==> src/ssdg_pkg.sv <==
// shared types, codes and helpers for the step/direction generator
`default_nettype none
package ssdg_pkg;

  // counter width for step counts
  localparam int unsigned CntW = 24;
  localparam logic [32:0] CntMax = (33'd1 << CntW) - 33'd1;

  // field widths
  localparam int unsigned PerW  = 24;
  localparam int unsigned PosW  = 32;
  localparam int unsigned WidW  = 10;
  localparam int unsigned SetW  = 16;
  localparam int unsigned BoffW = 16;
  localparam int unsigned CfgDataW = 24;
  localparam int unsigned CfgIdxW  = 3;

  localparam logic [PerW-1:0] DefaultPeriod = PerW'(1000);

  // operation codes
  localparam logic [2:0] OpTick   = 3'd0;
  localparam logic [2:0] OpMove   = 3'd1;
  localparam logic [2:0] OpHome   = 3'd2;
  localparam logic [2:0] OpStop   = 3'd3;
  localparam logic [2:0] OpEstop  = 3'd4;
  localparam logic [2:0] OpEnable = 3'd5;

  // motion state codes
  localparam logic [1:0] ModeIdle   = 2'd0;
  localparam logic [1:0] ModeMoving = 2'd1;
  localparam logic [1:0] ModeHoming = 2'd2;
  localparam logic [1:0] ModeError  = 2'd3;

  // command status codes
  localparam logic [1:0] StOk      = 2'd0;
  localparam logic [1:0] StNotEn   = 2'd1;
  localparam logic [1:0] StBusy    = 2'd2;
  localparam logic [1:0] StNoLimit = 2'd3;

  // register indexes
  localparam logic [CfgIdxW-1:0] RegPulseTicks  = 3'd0;
  localparam logic [CfgIdxW-1:0] RegSetupTicks  = 3'd1;
  localparam logic [CfgIdxW-1:0] RegHomePeriod  = 3'd2;
  localparam logic [CfgIdxW-1:0] RegHomeMax     = 3'd3;
  localparam logic [CfgIdxW-1:0] RegBackoff     = 3'd4;
  localparam logic [CfgIdxW-1:0] RegInvEnable   = 3'd5;
  localparam logic [CfgIdxW-1:0] RegInvLimit    = 3'd6;
  localparam logic [CfgIdxW-1:0] RegHasLimit    = 3'd7;

  typedef struct packed {
    logic [2:0]             op;
    logic signed [23:0]     step_count;
    logic [PerW-1:0]        step_period;
    logic                   enable_on;
    logic                   limit_raw;
  } in_t;

  typedef struct packed {
    logic                   step_pin;
    logic                   dir_pin;
    logic                   en_pin;
    logic [1:0]             motion_state;
    logic signed [PosW-1:0] position;
    logic                   homed_flag;
    logic                   done_pulse;
    logic [1:0]             status;
  } out_t;

  typedef struct packed {
    logic [WidW-1:0]  pulse_ticks;
    logic [SetW-1:0]  setup_ticks;
    logic [PerW-1:0]  homing_period;
    logic [23:0]      homing_max_steps;
    logic [BoffW-1:0] retract_steps;
    logic             invert_enable;
    logic             invert_limit;
    logic             has_limit;
  } cfg_t;

  // saturate a step count to the counter width
  function automatic logic [CntW-1:0] sat_cnt(input logic [23:0] v);
    logic [32:0] wide;
    wide = {9'd0, v};
    if (wide > CntMax) begin
      return CntW'(CntMax);
    end
    return CntW'(wide);
  endfunction

  // effective pulse width: zero acts as one
  function automatic logic [WidW-1:0] pulse_w(input logic [WidW-1:0] w);
    return (w == '0) ? WidW'(1) : w;
  endfunction

  // zero selects the default, then at least twice the pulse width
  function automatic logic [PerW-1:0] clamp_period(input logic [PerW-1:0] p,
                                                   input logic [WidW-1:0] w);
    logic [PerW-1:0] w2;
    logic [PerW-1:0] q;
    w2 = {{(PerW-WidW-1){1'b0}}, w, 1'b0};
    q  = (p == '0) ? DefaultPeriod : p;
    return (q < w2) ? w2 : q;
  endfunction

endpackage
`default_nettype wire

==> src/stepper_step_dir_generator_unit.sv <==
// Step/direction pulse generator for one stepper axis.
//
// Channels: in_* carries one item per transfer (a microsecond tick or a
// command), out_* returns exactly one result per item in order, cfg_* writes
// one configuration register per transfer and is always ready.
// An item transfers into an input register; once the output register is free
// or being emptied, it updates the axis state and its result is loaded into
// the output register, which drives out_valid_o. Throughput is one item per
// cycle while the receiver keeps taking results: the whole state update is
// one level of counters and compares on the state registers.
// When the receiver stalls, the result waits in the output register and one
// more item waits in the input register; in_ready_o drops only once both are
// full.
// Reset clears the axis to idle, not enabled, not homed, position zero, and
// loads the register defaults (pulse 5, setup 5, homing period 1000, enable
// inverted). The user must write configuration only while no item is in
// flight; the block itself does not enforce it.
`default_nettype none
module stepper_step_dir_generator_unit (
  input  logic                          clk_i,
  input  logic                          rst_ni,
  input  logic                          in_valid_i,
  output logic                          in_ready_o,
  input  ssdg_pkg::in_t                 in_data_i,
  output logic                          out_valid_o,
  input  logic                          out_ready_i,
  output ssdg_pkg::out_t                out_data_o,
  input  logic                          cfg_valid_i,
  output logic                          cfg_ready_o,
  input  logic [ssdg_pkg::CfgIdxW-1:0]  cfg_index_i,
  input  logic [ssdg_pkg::CfgDataW-1:0] cfg_data_i
);
  import ssdg_pkg::*;

  cfg_t cfg;
  out_t res;
  in_t  item_q;
  out_t out_q;
  logic item_valid_q;
  logic out_valid_q;
  logic advance;

  assign cfg_ready_o = 1'b1;

  ssdg_cfg_regs u_cfg (
    .clk_i       (clk_i),
    .rst_ni      (rst_ni),
    .cfg_valid_i (cfg_valid_i),
    .cfg_index_i (cfg_index_i),
    .cfg_data_i  (cfg_data_i),
    .cfg_o       (cfg)
  );

  // item moves on when the output register is free or being emptied
  assign advance    = item_valid_q && (!out_valid_q || out_ready_i);
  assign in_ready_o = !item_valid_q || advance;

  ssdg_core u_core (
    .clk_i  (clk_i),
    .rst_ni (rst_ni),
    .fire_i (advance),
    .item_i (item_q),
    .cfg_i  (cfg),
    .res_o  (res)
  );

  // input register
  always_ff @(posedge clk_i or negedge rst_ni) begin
    if (!rst_ni) begin
      item_valid_q <= 1'b0;
    end else if (in_ready_o) begin
      item_valid_q <= in_valid_i;
    end
  end

  always_ff @(posedge clk_i) begin
    if (in_valid_i && in_ready_o) begin
      item_q <= in_data_i;
    end
  end

  // output register
  always_ff @(posedge clk_i or negedge rst_ni) begin
    if (!rst_ni) begin
      out_valid_q <= 1'b0;
    end else if (advance) begin
      out_valid_q <= 1'b1;
    end else if (out_ready_i) begin
      out_valid_q <= 1'b0;
    end
  end

  always_ff @(posedge clk_i) begin
    if (advance) begin
      out_q <= res;
    end
  end

  assign out_valid_o = out_valid_q;
  assign out_data_o  = out_q;

  // both registers full and stalled: no new transfer may enter
  a_full_blocks: assert property (@(posedge clk_i) disable iff (!rst_ni)
    (item_valid_q && out_valid_q && !out_ready_i) |-> !in_ready_o)
    else $error("input accepted while pipeline full");

  // a stalled result is not overwritten
  a_hold_result: assert property (@(posedge clk_i) disable iff (!rst_ni)
    (out_valid_q && !out_ready_i) |=> (out_valid_q && $stable(out_q)))
    else $error("stalled result changed");

  // done and a command status never come together
  a_done_status: assert property (@(posedge clk_i) disable iff (!rst_ni)
    (out_valid_q && out_q.done_pulse) |-> (out_q.status == StOk))
    else $error("done reported on a command");

endmodule
`default_nettype wire

==> src/ssdg_cfg_regs.sv <==
// configuration register file
`default_nettype none
module ssdg_cfg_regs (
  input  logic                          clk_i,
  input  logic                          rst_ni,
  input  logic                          cfg_valid_i,
  input  logic [ssdg_pkg::CfgIdxW-1:0]  cfg_index_i,
  input  logic [ssdg_pkg::CfgDataW-1:0] cfg_data_i,
  output ssdg_pkg::cfg_t                cfg_o
);
  import ssdg_pkg::*;

  cfg_t cfg_q;

  // register writes, each truncated to its field width
  always_ff @(posedge clk_i or negedge rst_ni) begin
    if (!rst_ni) begin
      cfg_q.pulse_ticks      <= WidW'(5);
      cfg_q.setup_ticks      <= SetW'(5);
      cfg_q.homing_period    <= PerW'(1000);
      cfg_q.homing_max_steps <= '0;
      cfg_q.retract_steps    <= '0;
      cfg_q.invert_enable    <= 1'b1;
      cfg_q.invert_limit     <= 1'b0;
      cfg_q.has_limit        <= 1'b0;
    end else if (cfg_valid_i) begin
      case (cfg_index_i)
        RegPulseTicks: cfg_q.pulse_ticks      <= cfg_data_i[WidW-1:0];
        RegSetupTicks: cfg_q.setup_ticks      <= cfg_data_i[SetW-1:0];
        RegHomePeriod: cfg_q.homing_period    <= cfg_data_i[PerW-1:0];
        RegHomeMax:    cfg_q.homing_max_steps <= cfg_data_i[23:0];
        RegBackoff:    cfg_q.retract_steps    <= cfg_data_i[BoffW-1:0];
        RegInvEnable:  cfg_q.invert_enable    <= cfg_data_i[0];
        RegInvLimit:   cfg_q.invert_limit     <= cfg_data_i[0];
        RegHasLimit:   cfg_q.has_limit        <= cfg_data_i[0];
        default: ;
      endcase
    end
  end

  assign cfg_o = cfg_q;

endmodule
`default_nettype wire

==> src/ssdg_core.sv <==
// motion state and one-item next-state logic
`default_nettype none
module ssdg_core (
  input  logic           clk_i,
  input  logic           rst_ni,
  input  logic           fire_i,
  input  ssdg_pkg::in_t  item_i,
  input  ssdg_pkg::cfg_t cfg_i,
  output ssdg_pkg::out_t res_o
);
  import ssdg_pkg::*;

  logic [1:0]      mode_q, mode_d;
  logic            phase_q, phase_d;
  logic            enabled_q, enabled_d;
  logic            homed_q, homed_d;
  logic            dir_q, dir_d;
  logic [CntW-1:0] steps_q, steps_d;
  logic [PerW-1:0] period_q, period_d;
  logic [PerW-1:0] tick_q, tick_d;
  logic [PosW-1:0] pos_q, pos_d;
  logic            pulse_q, pulse_d;

  logic [WidW-1:0] w;
  logic [PerW-1:0] w_ext;
  logic [PerW-1:0] setup_ext;
  logic            lim;
  logic [CntW-1:0] steps_dec;
  logic [PerW-1:0] gap;
  logic [23:0]     mag;
  logic            done;
  logic [1:0]      status;

  assign w         = pulse_w(cfg_i.pulse_ticks);
  assign w_ext     = PerW'(w);
  assign setup_ext = PerW'(cfg_i.setup_ticks);
  assign lim       = cfg_i.has_limit & (item_i.limit_raw ^ cfg_i.invert_limit);
  assign steps_dec = (steps_q != '0) ? steps_q - CntW'(1) : steps_q;
  // low gap after a pulse, saturating at zero
  assign gap = ({1'b0, period_q} > ({1'b0, w_ext} + 25'd1)) ?
               period_q - w_ext - PerW'(1) : '0;
  assign mag = item_i.step_count[23] ? (~item_i.step_count + 24'd1) : item_i.step_count;

  // next state for one item
  always_comb begin
    mode_d    = mode_q;
    phase_d   = phase_q;
    enabled_d = enabled_q;
    homed_d   = homed_q;
    dir_d     = dir_q;
    steps_d   = steps_q;
    period_d  = period_q;
    tick_d    = tick_q;
    pos_d     = pos_q;
    pulse_d   = pulse_q;
    done      = 1'b0;
    status    = StOk;
    case (item_i.op)
      OpTick: begin
        if (mode_q == ModeMoving || mode_q == ModeHoming) begin
          if (pulse_q) begin
            if (tick_q > PerW'(1)) begin
              tick_d = tick_q - PerW'(1);
            end else begin
              // end of a step pulse
              pulse_d = 1'b0;
              steps_d = steps_dec;
              if (mode_q == ModeMoving) begin
                pos_d = dir_q ? pos_q + PosW'(1) : pos_q - PosW'(1);
              end
              tick_d = gap;
              if (steps_dec == '0) begin
                if (mode_q == ModeMoving) begin
                  mode_d = ModeIdle;
                  done   = 1'b1;
                end else if (phase_q) begin
                  pos_d   = '0;
                  homed_d = 1'b1;
                  mode_d  = ModeIdle;
                  phase_d = 1'b0;
                  done    = 1'b1;
                end
              end
            end
          end else if (tick_q != '0) begin
            tick_d = tick_q - PerW'(1);
          end else if (mode_q == ModeMoving) begin
            // step start of a move
            if (!enabled_q || steps_q == '0) begin
              mode_d = ModeIdle;
              done   = 1'b1;
            end else if (lim) begin
              steps_d = '0;
              mode_d  = ModeError;
            end else begin
              pulse_d = 1'b1;
              tick_d  = w_ext;
            end
          end else if (!phase_q) begin
            // seeking the limit
            if (lim || steps_q == '0) begin
              phase_d = 1'b1;
              dir_d   = 1'b1;
              steps_d = sat_cnt(24'(cfg_i.retract_steps));
              tick_d  = setup_ext;
            end else begin
              pulse_d = 1'b1;
              tick_d  = w_ext;
            end
          end else if (steps_q == '0) begin
            pos_d   = '0;
            homed_d = 1'b1;
            mode_d  = ModeIdle;
            phase_d = 1'b0;
            done    = 1'b1;
          end else begin
            pulse_d = 1'b1;
            tick_d  = w_ext;
          end
        end
      end
      OpMove: begin
        if (!enabled_q) begin
          status = StNotEn;
        end else if (item_i.step_count != '0) begin
          if (mode_q != ModeIdle) begin
            status = StBusy;
          end else begin
            dir_d    = ~item_i.step_count[23];
            steps_d  = sat_cnt(mag);
            period_d = clamp_period(item_i.step_period, w);
            mode_d   = ModeMoving;
            pulse_d  = 1'b0;
            tick_d   = setup_ext;
          end
        end
      end
      OpHome: begin
        if (!enabled_q) begin
          status = StNotEn;
        end else if (!cfg_i.has_limit) begin
          status = StNoLimit;
        end else if (mode_q == ModeMoving || mode_q == ModeHoming) begin
          status = StBusy;
        end else begin
          phase_d  = 1'b0;
          dir_d    = 1'b0;
          steps_d  = sat_cnt(cfg_i.homing_max_steps);
          period_d = clamp_period(cfg_i.homing_period, w);
          mode_d   = ModeHoming;
          pulse_d  = 1'b0;
          tick_d   = setup_ext;
        end
      end
      OpStop: begin
        steps_d = '0;
        pulse_d = 1'b0;
        tick_d  = '0;
        phase_d = 1'b0;
        mode_d  = ModeIdle;
      end
      OpEstop: begin
        steps_d   = '0;
        pulse_d   = 1'b0;
        tick_d    = '0;
        phase_d   = 1'b0;
        enabled_d = 1'b0;
        mode_d    = ModeError;
      end
      OpEnable: begin
        enabled_d = item_i.enable_on;
      end
      default: ;
    endcase
  end

  // state registers, updated once per item
  always_ff @(posedge clk_i or negedge rst_ni) begin
    if (!rst_ni) begin
      mode_q    <= ModeIdle;
      phase_q   <= 1'b0;
      enabled_q <= 1'b0;
      homed_q   <= 1'b0;
      dir_q     <= 1'b0;
      steps_q   <= '0;
      period_q  <= DefaultPeriod;
      tick_q    <= '0;
      pos_q     <= '0;
      pulse_q   <= 1'b0;
    end else if (fire_i) begin
      mode_q    <= mode_d;
      phase_q   <= phase_d;
      enabled_q <= enabled_d;
      homed_q   <= homed_d;
      dir_q     <= dir_d;
      steps_q   <= steps_d;
      period_q  <= period_d;
      tick_q    <= tick_d;
      pos_q     <= pos_d;
      pulse_q   <= pulse_d;
    end
  end

  // result seen after the item
  always_comb begin
    res_o.step_pin     = pulse_d;
    res_o.dir_pin      = dir_d;
    res_o.en_pin       = enabled_d ^ cfg_i.invert_enable;
    res_o.motion_state = mode_d;
    res_o.position     = pos_d;
    res_o.homed_flag   = homed_d;
    res_o.done_pulse   = done;
    res_o.status       = status;
  end

  // no pulse is held outside of motion
  a_idle_no_pulse: assert property (@(posedge clk_i) disable iff (!rst_ni)
    (mode_q == ModeIdle || mode_q == ModeError) |-> !pulse_q)
    else $error("step pulse high while not in motion");

  // a finished move or homing always lands in idle
  a_done_idle: assert property (@(posedge clk_i) disable iff (!rst_ni)
    (fire_i && done) |=> (mode_q == ModeIdle))
    else $error("done without return to idle");

  // the homing back-off phase only exists while homing
  a_phase_homing: assert property (@(posedge clk_i) disable iff (!rst_ni)
    phase_q |-> (mode_q == ModeHoming))
    else $error("homing phase set outside homing");

endmodule
`default_nettype wire

==> config.mk <==
export PLATFORM = sky130hd
export DESIGN_NAME = stepper_step_dir_generator_unit
export DESIGN_NICKNAME = d
export VERILOG_FILES = /design/src/ssdg_pkg.sv /design/src/stepper_step_dir_generator_unit.sv /design/src/ssdg_cfg_regs.sv /design/src/ssdg_core.sv
export SDC_FILE = /design/constraint.sdc
export NUM_CORES = 1
export LEC_CHECK = 0
export BUFFER_PORTS_ARGS = -buffer_cell sky130_fd_sc_hd__buf_2
export CORE_AREA = 2 2 178 197
export CTS_CLUSTER_DIAMETER = 120
export DETAILED_ROUTE_END_ITERATION = 16
export DIE_AREA = 0 0 180 199
export GPL_TIMING_DRIVEN = 0
export MAX_ROUTING_LAYER = met4
export PLACE_DENSITY = 0.77
export SYNTH_ARGS = -nofsm -noshare
export SYNTH_HDL_FRONTEND = slang
export SYNTH_SLANG_ARGS = --single-unit
==> constraint.sdc <==
create_clock -name clk_i -period 3.9 [get_ports clk_i]
set_clock_uncertainty 0.15 [all_clocks]
set_input_delay 0.585 -clock clk_i [delete_from_list [all_inputs] [get_ports clk_i]]
set_output_delay 0.585 -clock clk_i [all_outputs]
set_load 0.005 [all_outputs]
==> results.json, run 1 <==
{
  "status": "finished, final reports clean",
  "min_path_type": "in2reg",
  "initial_core_util_pct": 55.3,
  "synth-main-ff-cell": "dfrtp_1",
  "htreeDepth": 2,
  "ios": 129,
  "dr.pass1.iters": 8,
  "powerDensity_nw_per_um2": 626,
  "whs_ns": 0.0701,
  "drive_gt1_share_pct": 21.5,
  "finalNonFillerCells": 2622,
  "dieArea_um2": 35800,
  "gp_congestion": 1.01,
  "avgSynthCellArea_um2": 9.58,
  "fin_util_pct": 65.0,
  "finalWirelength_mm": 61.7,
  "max_freq_mhz": 259,
  "async_flop_share_pct": 68.7,
  "synthToLayoutAreaGrowth_pct": 17.6,
  "rsz0062_at_grt": "yes",
  "syn-cell-area_um2": 18700,
  "hold_depth": 1,
  "die_w_um": 180,
  "most-common-layout-cells": "nand2_1, dfrtp_1, o21ai_0, buf_2, nor2_1",
  "place.port_buffers": 125,
  "ff2ff_setup_slack_ns": 0.05,
  "maxSlewViolCount": 0,
  "worstPathMaxFanout": 5,
  "cts_tree": "done",
  "whs_endpoint": "item_q[36]",
  "num_antenna_cells": 0,
  "clkSinkCount": 300,
  "grt_pass1_wl_mm": 94.2,
  "wl_per_cell_um": 23.5,
  "synth_seq_area_share_pct": 42.8,
  "via_count": 17205,
  "drc": 0,
  "fin_crit_ns": 3.85,
  "synthDistinctLibCells": 94,
  "dp_hpwl_mm": 45.0,
  "arrival_ns": 4.11,
  "critical_path.startpoint_type": "register",
  "tightest_slew_ns": 1.39,
  "dp.cells": 2518,
  "drt_iter0_drc": 1559,
  "place_area_um2": 20000,
  "clk_pin_slew_ns": 0.06,
  "grt_overflow": 0,
  "min_from": "in_data_i[36]",
  "hold_viol": 0,
  "synth-seq-cells": 300,
  "synthCells": 1952,
  "coreArea_um2": 33800,
  "reg2reg_from": "u_cfg.cfg_o[85]",
  "syn-num-nets": 2116,
  "end_kind": "register",
  "setup_viol_count_final": 0,
  "ant_nets": 0,
  "cp.required_ns": 4.15,
  "grt_pass1_vias": 16556,
  "root_buffer": "clkbuf_16",
  "avgViaCountPerCell": 6.56,
  "num_rows": 71,
  "clockBufferDepth": 3,
  "timing.rr.end": "u_core.tick_q[3]",
  "finalCritPeriodShare_pct": 98.8,
  "fillCellCount": 2758,
  "final_common_cell": "nand2_1",
  "drv_cap": 0,
  "antenna_found_initial": 0,
  "relSlewSlack_pct": 6.70,
  "nets": 2321,
  "fin_area_um2": 22000,
  "ys_warn_count": 0,
  "grt_usage_pct": 34.8,
  "synth_edf_count": 94,
  "insertion_delay_ns": 0.54,
  "die_h_um": 199,
  "grt_max_degree": 125,
  "peakVddDrop_uv": 429,
  "reg2reg_depth": 18,
  "cts_made_buffers": 35,
  "critical_path_class": "reg2reg",
  "p_leak_nw": 8.97
}
## final cells by class
class | instances | area (µm²) | share of cell area [%]
Sequential cell | 300 | 8000 | 36.4
Timing Repair inverter | 1 | 7.51 | 0.0341
Inverter | 52 | 203 | 0.921
Tap cell | 438 | 548 | 2.49
Clock buffer | 44 | 941 | 4.28
Clock inverter | 20 | 220 | 1.00
Multi-Input combinational cell | 1499 | 10600 | 48.1
Timing Repair Buffer | 173 | 1070 | 4.87
Buffer | 95 | 413 | 1.88
## Yosys cell counts (all sizes together) (11+ instances only)
master	number	area, µm²
nand2	206	773
dfrtp	189	4730
o21ai	161	806
nor2	127	487
a21oi	110	551
edfxtp	94	2820
clkbuf	89	334
mux2	89	1000
ha	77	963
xnor2	58	508
nor3	56	297
inv	51	191
nand3	47	235
a22o	42	368
xor2	39	342
o31ai	34	255
a21o	30	225
nor4	30	209
a22oi	28	210
a31oi	27	169
or2	23	144
nand2b	21	131
a221oi	20	181
o211ai	20	150
or4	19	150
dfstp	17	447
nor2b	16	100
o22ai	15	93.8
or3	15	93.8
buf	13	81.3
nand4	13	81.3
o21a	11	82.6
## cell families after synthesis
| family | after synthesis | share of synthesized area (%) |
|---|---|---|
| and+or+nand+nor | 616 | 16.2 |
| buffers and inverters | 154 | 3.26 |
| muxes | 99 | 5.89 |
| AOI/OAI and AO/OA | 606 | 21.9 |
| DFF | 300 | 42.8 |
| xor gates and xnor gates | 97 | 4.54 |
| other | 1 | 0.0201 |
| adders and majority gates | 79 | 5.37 |
## power by group
group          switching (mW)  total (mW)  internal [mW]
Combinational            3.48        5.78           2.29
Clock                    1.38        3.37           1.99
Sequential              0.707        4.62           3.91
Total                    5.57        13.8           8.20
## layer usage
metal	track usage (%)	up-vias	share of wire, %
met5	-	-	0
met4	19.6	0	6.4
met3	5.33	228	8.7
li1	-	7744	-
met2	55.2	949	46
met1	42.9	8284	39
## state kept, by name (all words and copies together) (netlist names)
register	count
item_q	53
item_valid_q	1
out_data_o	41
out_valid_o	1
u_cfg.cfg_o	93
u_core.dir_q	1
u_core.enabled_q	1
u_core.homed_q	1
u_core.mode_q	2
u_core.period_q	24
u_core.phase_q	1
u_core.pos_q	32
u_core.pulse_q	1
u_core.steps_q	24
u_core.tick_q	24
## worst max-delay path, stage by stage, from the launching register on
cell and delay (ns):
dfstp_2 0.56, clkinvlp_4 0.11, nor2_4 0.12, nand2_2 0.09, nor2_4 0.14, nand3_4 0.11
nor2_4 0.13, nand2_1 0.08, xnor2_1 0.14, ha_1 0.34, and4_4 0.24, nand2_2 0.07
or3_4 0.34, or2_4 0.28, o311a_4 0.17, a221oi_2 0.27, a211oi_1 0.09, a21oi_1 0.19
o21ai_0 0.11
## through the flow
| step | total power [mW] | TNS (ns) | worst slack (ns) |
|---|---|---|---|
| 6_report | 13.8 | 0 | 0.0457 |
| 5_1_grt | 14.5 | -0.374 | -0.0759 |
| 4_1_cts | 13.3 | 0 | 0.000713 |
| 3_5_place_dp | 9.72 | -59.19 | -0.993 |
| 3_3_place_gp | 9.61 | -351.85 | -1.57 |
| 2_1_floorplan | 8.17 | 0 | 0.0572 |
## worst max-delay path by stage
| stage | slack (ns) | depth (start not counted) | endpoint | start |
|---|---|---|---|---|
| after floorplan | 0.06 | 19 | u_core.tick_q[0] | u_cfg.cfg_o[85] |
| after global routing | -0.08 | 15 | u_core.period_q[5] | u_cfg.cfg_o[59] |
| after CTS | 0.0007 | 9 | u_core.tick_q[23] | u_core.steps_q[20] |
| after global placement | -1.57 | 1 | u_cfg.cfg_o[47] | rst_ni |
| final | 0.05 | 18 | u_core.tick_q[3] | u_cfg.cfg_o[85] |
| after detailed placement | -0.99 | 11 | out_data_o[24] | u_core.dir_q |
## repair_timing
action                                  CTS  global route
pin swaps                                18            28
cloned                                    3             0
endpoints found under the setup margin  135           125
gates resized for setup                  59            68
hold buffers                              1             0
setup buffers                            28            15
hold endpoints to repair                 79             0
Power figures use the tool's default switching activity.
==> run 2: changes to the inputs <==
- CORE_AREA: 2 2 178 197 -> 2 2 172 191
- DIE_AREA: 0 0 180 199 -> 0 0 174 193
- PLACE_DENSITY: 0.77 -> 0.78
- clock period: 3.9 -> 4.6 ns (I/O delays scaled with it)
==> results.json, run 2 (same netlist as run 1, synthesis figures left out) <==
{
  "status": "finished with violations",
  "violations": "negative hold slack",
  "cp_common_cell": "nand2_1",
  "die_h_um": 193,
  "grt_pass1_vias": 16476,
  "nets": 2286,
  "maxSlewViolCount": 0,
  "post-place-ws_ns": -0.317,
  "num_antenna_cells": 0,
  "cts_tree": "done",
  "fin_crit_ns": 4.40,
  "ff2ff_setup_slack_ns": 0.20,
  "insertion_delay_ns": 0.54,
  "path_buf_inv": 1,
  "drc": 0,
  "crit_path_start": "u_cfg.cfg_o[85]",
  "fin_ws_ns": 0.202,
  "via_count": 16792,
  "arrival_ns": 4.71,
  "clockBufferDepth": 3,
  "worstPathMaxFanout": 10,
  "powerDensity_nw_per_um2": 535,
  "dp_hpwl_mm": 45.5,
  "root_buffer": "clkbuf_16",
  "rsz0062_at_grt": "no",
  "setup_viol_count_final": 0,
  "finalCritPeriodShare_pct": 95.6,
  "critical_path_class": "reg2reg",
  "critical_path.startpoint_type": "register",
  "fin_area_um2": 21300,
  "avgViaCountPerCell": 6.53,
  "finalWirelength_mm": 59.7,
  "ant_nets": 0,
  "slowest_stage": "a31oi_2",
  "path_cells": "inv_1 -> nor2_2 -> nand2_1 -> nor2_4 -> nand3_1 -> nor2_2 -> nand2_1 -> xnor2_1 -> ha_1 -> and4_1 -> nand2_1 -> a21oi_1 -> o21ai_0 -> a31oi_2 -> a221oi_1 -> or3_1 -> nand3_1",
  "grt_overflow": 0,
  "drv_cap": 0,
  "dp.cells": 2506,
  "final_common_cell": "nand2_1",
  "path_delay_family": "simple AND/OR/NAND/NOR gates",
  "fillCellCount": 2650,
  "synthToLayoutAreaGrowth_pct": 13.8,
  "finalNonFillerCells": 2573,
  "dieArea_um2": 33600,
  "holdBufCountCts": 0,
  "wl_per_cell_um": 23.2,
  "gp_congestion": 0.997,
  "grt_usage_pct": 37.1,
  "htreeDepth": 2,
  "min_path_type": "in2async",
  "coreArea_um2": 31800,
  "cts_made_buffers": 35,
  "p_total_mw": 11.4,
  "place.port_buffers": 125,
  "antenna_found_initial": 0,
  "initial_core_util_pct": 58.9,
  "place_area_um2": 19900,
  "end_kind": "register",
  "max_freq_mhz": 227,
  "cp_slowest_stage_delay_ns": 0.61,
  "setup_tns_ns": 0,
  "tightest_slew_ns": 1.35,
  "reg2reg_from": "u_cfg.cfg_o[85]",
  "most-common-layout-cells": "nand2_1, dfrtp_1, o21ai_0, buf_2, nor2_1",
  "whs_ns": -0.00716,
  "clk_pin_slew_ns": 0.06,
  "hold_viol": 7,
  "drive_gt1_share_pct": 17.3,
  "grt_max_degree": 121,
  "die_w_um": 174,
  "clkSinkCount": 300,
  "drt_iter0_drc": 1819,
  "dr.pass1.iters": 6,
  "fin_util_pct": 67.0,
  "p_leak_nw": 8.71,
  "cp.required_ns": 4.91,
  "num_rows": 69,
  "grt_pass1_wl_mm": 93.2,
  "ios": 129,
  "largest_register_ffs": 93,
  "relSlewSlack_pct": 9.23,
  "peakVddDrop_uv": 336
}
## run 2: worst paths after layout
| check | end | cells after the start |
|---|---|---|
| worst max register to register | u_core.tick_q[18] | 17 |
| worst min-delay path | u_core.pos_q[27] | 1 |
| max in group asynchronous | u_cfg.cfg_o[45] | 2 |
| worst min register to register | u_core.homed_q | 1 |
| min in group clk_i | item_q[34] | 1 |
| worst max-delay path | u_core.tick_q[18] | 17 |
## run 2: routing by layer
layer / global-route usage (%) / share of wire [%] / vias up
met5: - / 0 / -
met4: 21.8 / 6.5 / 0
met3: 5.41 / 7.1 / 231
met2: 59.0 / 46 / 803
met1: 45.5 / 41 / 8075
li1: - / - / 7683
## run 2: area by class of cell
class,instances,area (µm²),area share [%]
Timing Repair inverter,1,5.00,0.0235
Timing Repair Buffer,133,741,3.48
Multi-Input combinational cell,1498,10200,47.8
Clock inverter,23,293,1.38
Buffer,101,413,1.94
Tap cell,426,533,2.50
Clock buffer,39,922,4.33
Inverter,52,199,0.935
Sequential cell,300,8000,37.6
## run 2: worst reg2reg max path, stage by stage (launching register included)
cell      delay, ns
dfstp_2        0.57
inv_1          0.16
nor2_2         0.18
nand2_1        0.13
nor2_4         0.14
nand3_1        0.15
nor2_2         0.22
nand2_1        0.10
xnor2_1        0.17
ha_1           0.32
and4_1         0.23
nand2_1        0.10
a21oi_1        0.25
o21ai_0        0.17
a31oi_2        0.61
a221oi_1       0.21
or3_1          0.39
nand3_1        0.07
## run 2: report_power, final
| group | switching, mW | internal [mW] |
|---|---|---|
| Clock | 1.18 | 1.79 |
| Combinational | 2.79 | 1.76 |
| Sequential | 0.558 | 3.32 |
| Total | 4.52 | 6.87 |
## run 2: repair_timing
action,in CTS,in global routing
gates resized for setup,6,15
setup endpoints to repair,24,87
pin swaps,0,1
gates cloned,1,0
setup buffers,0,4
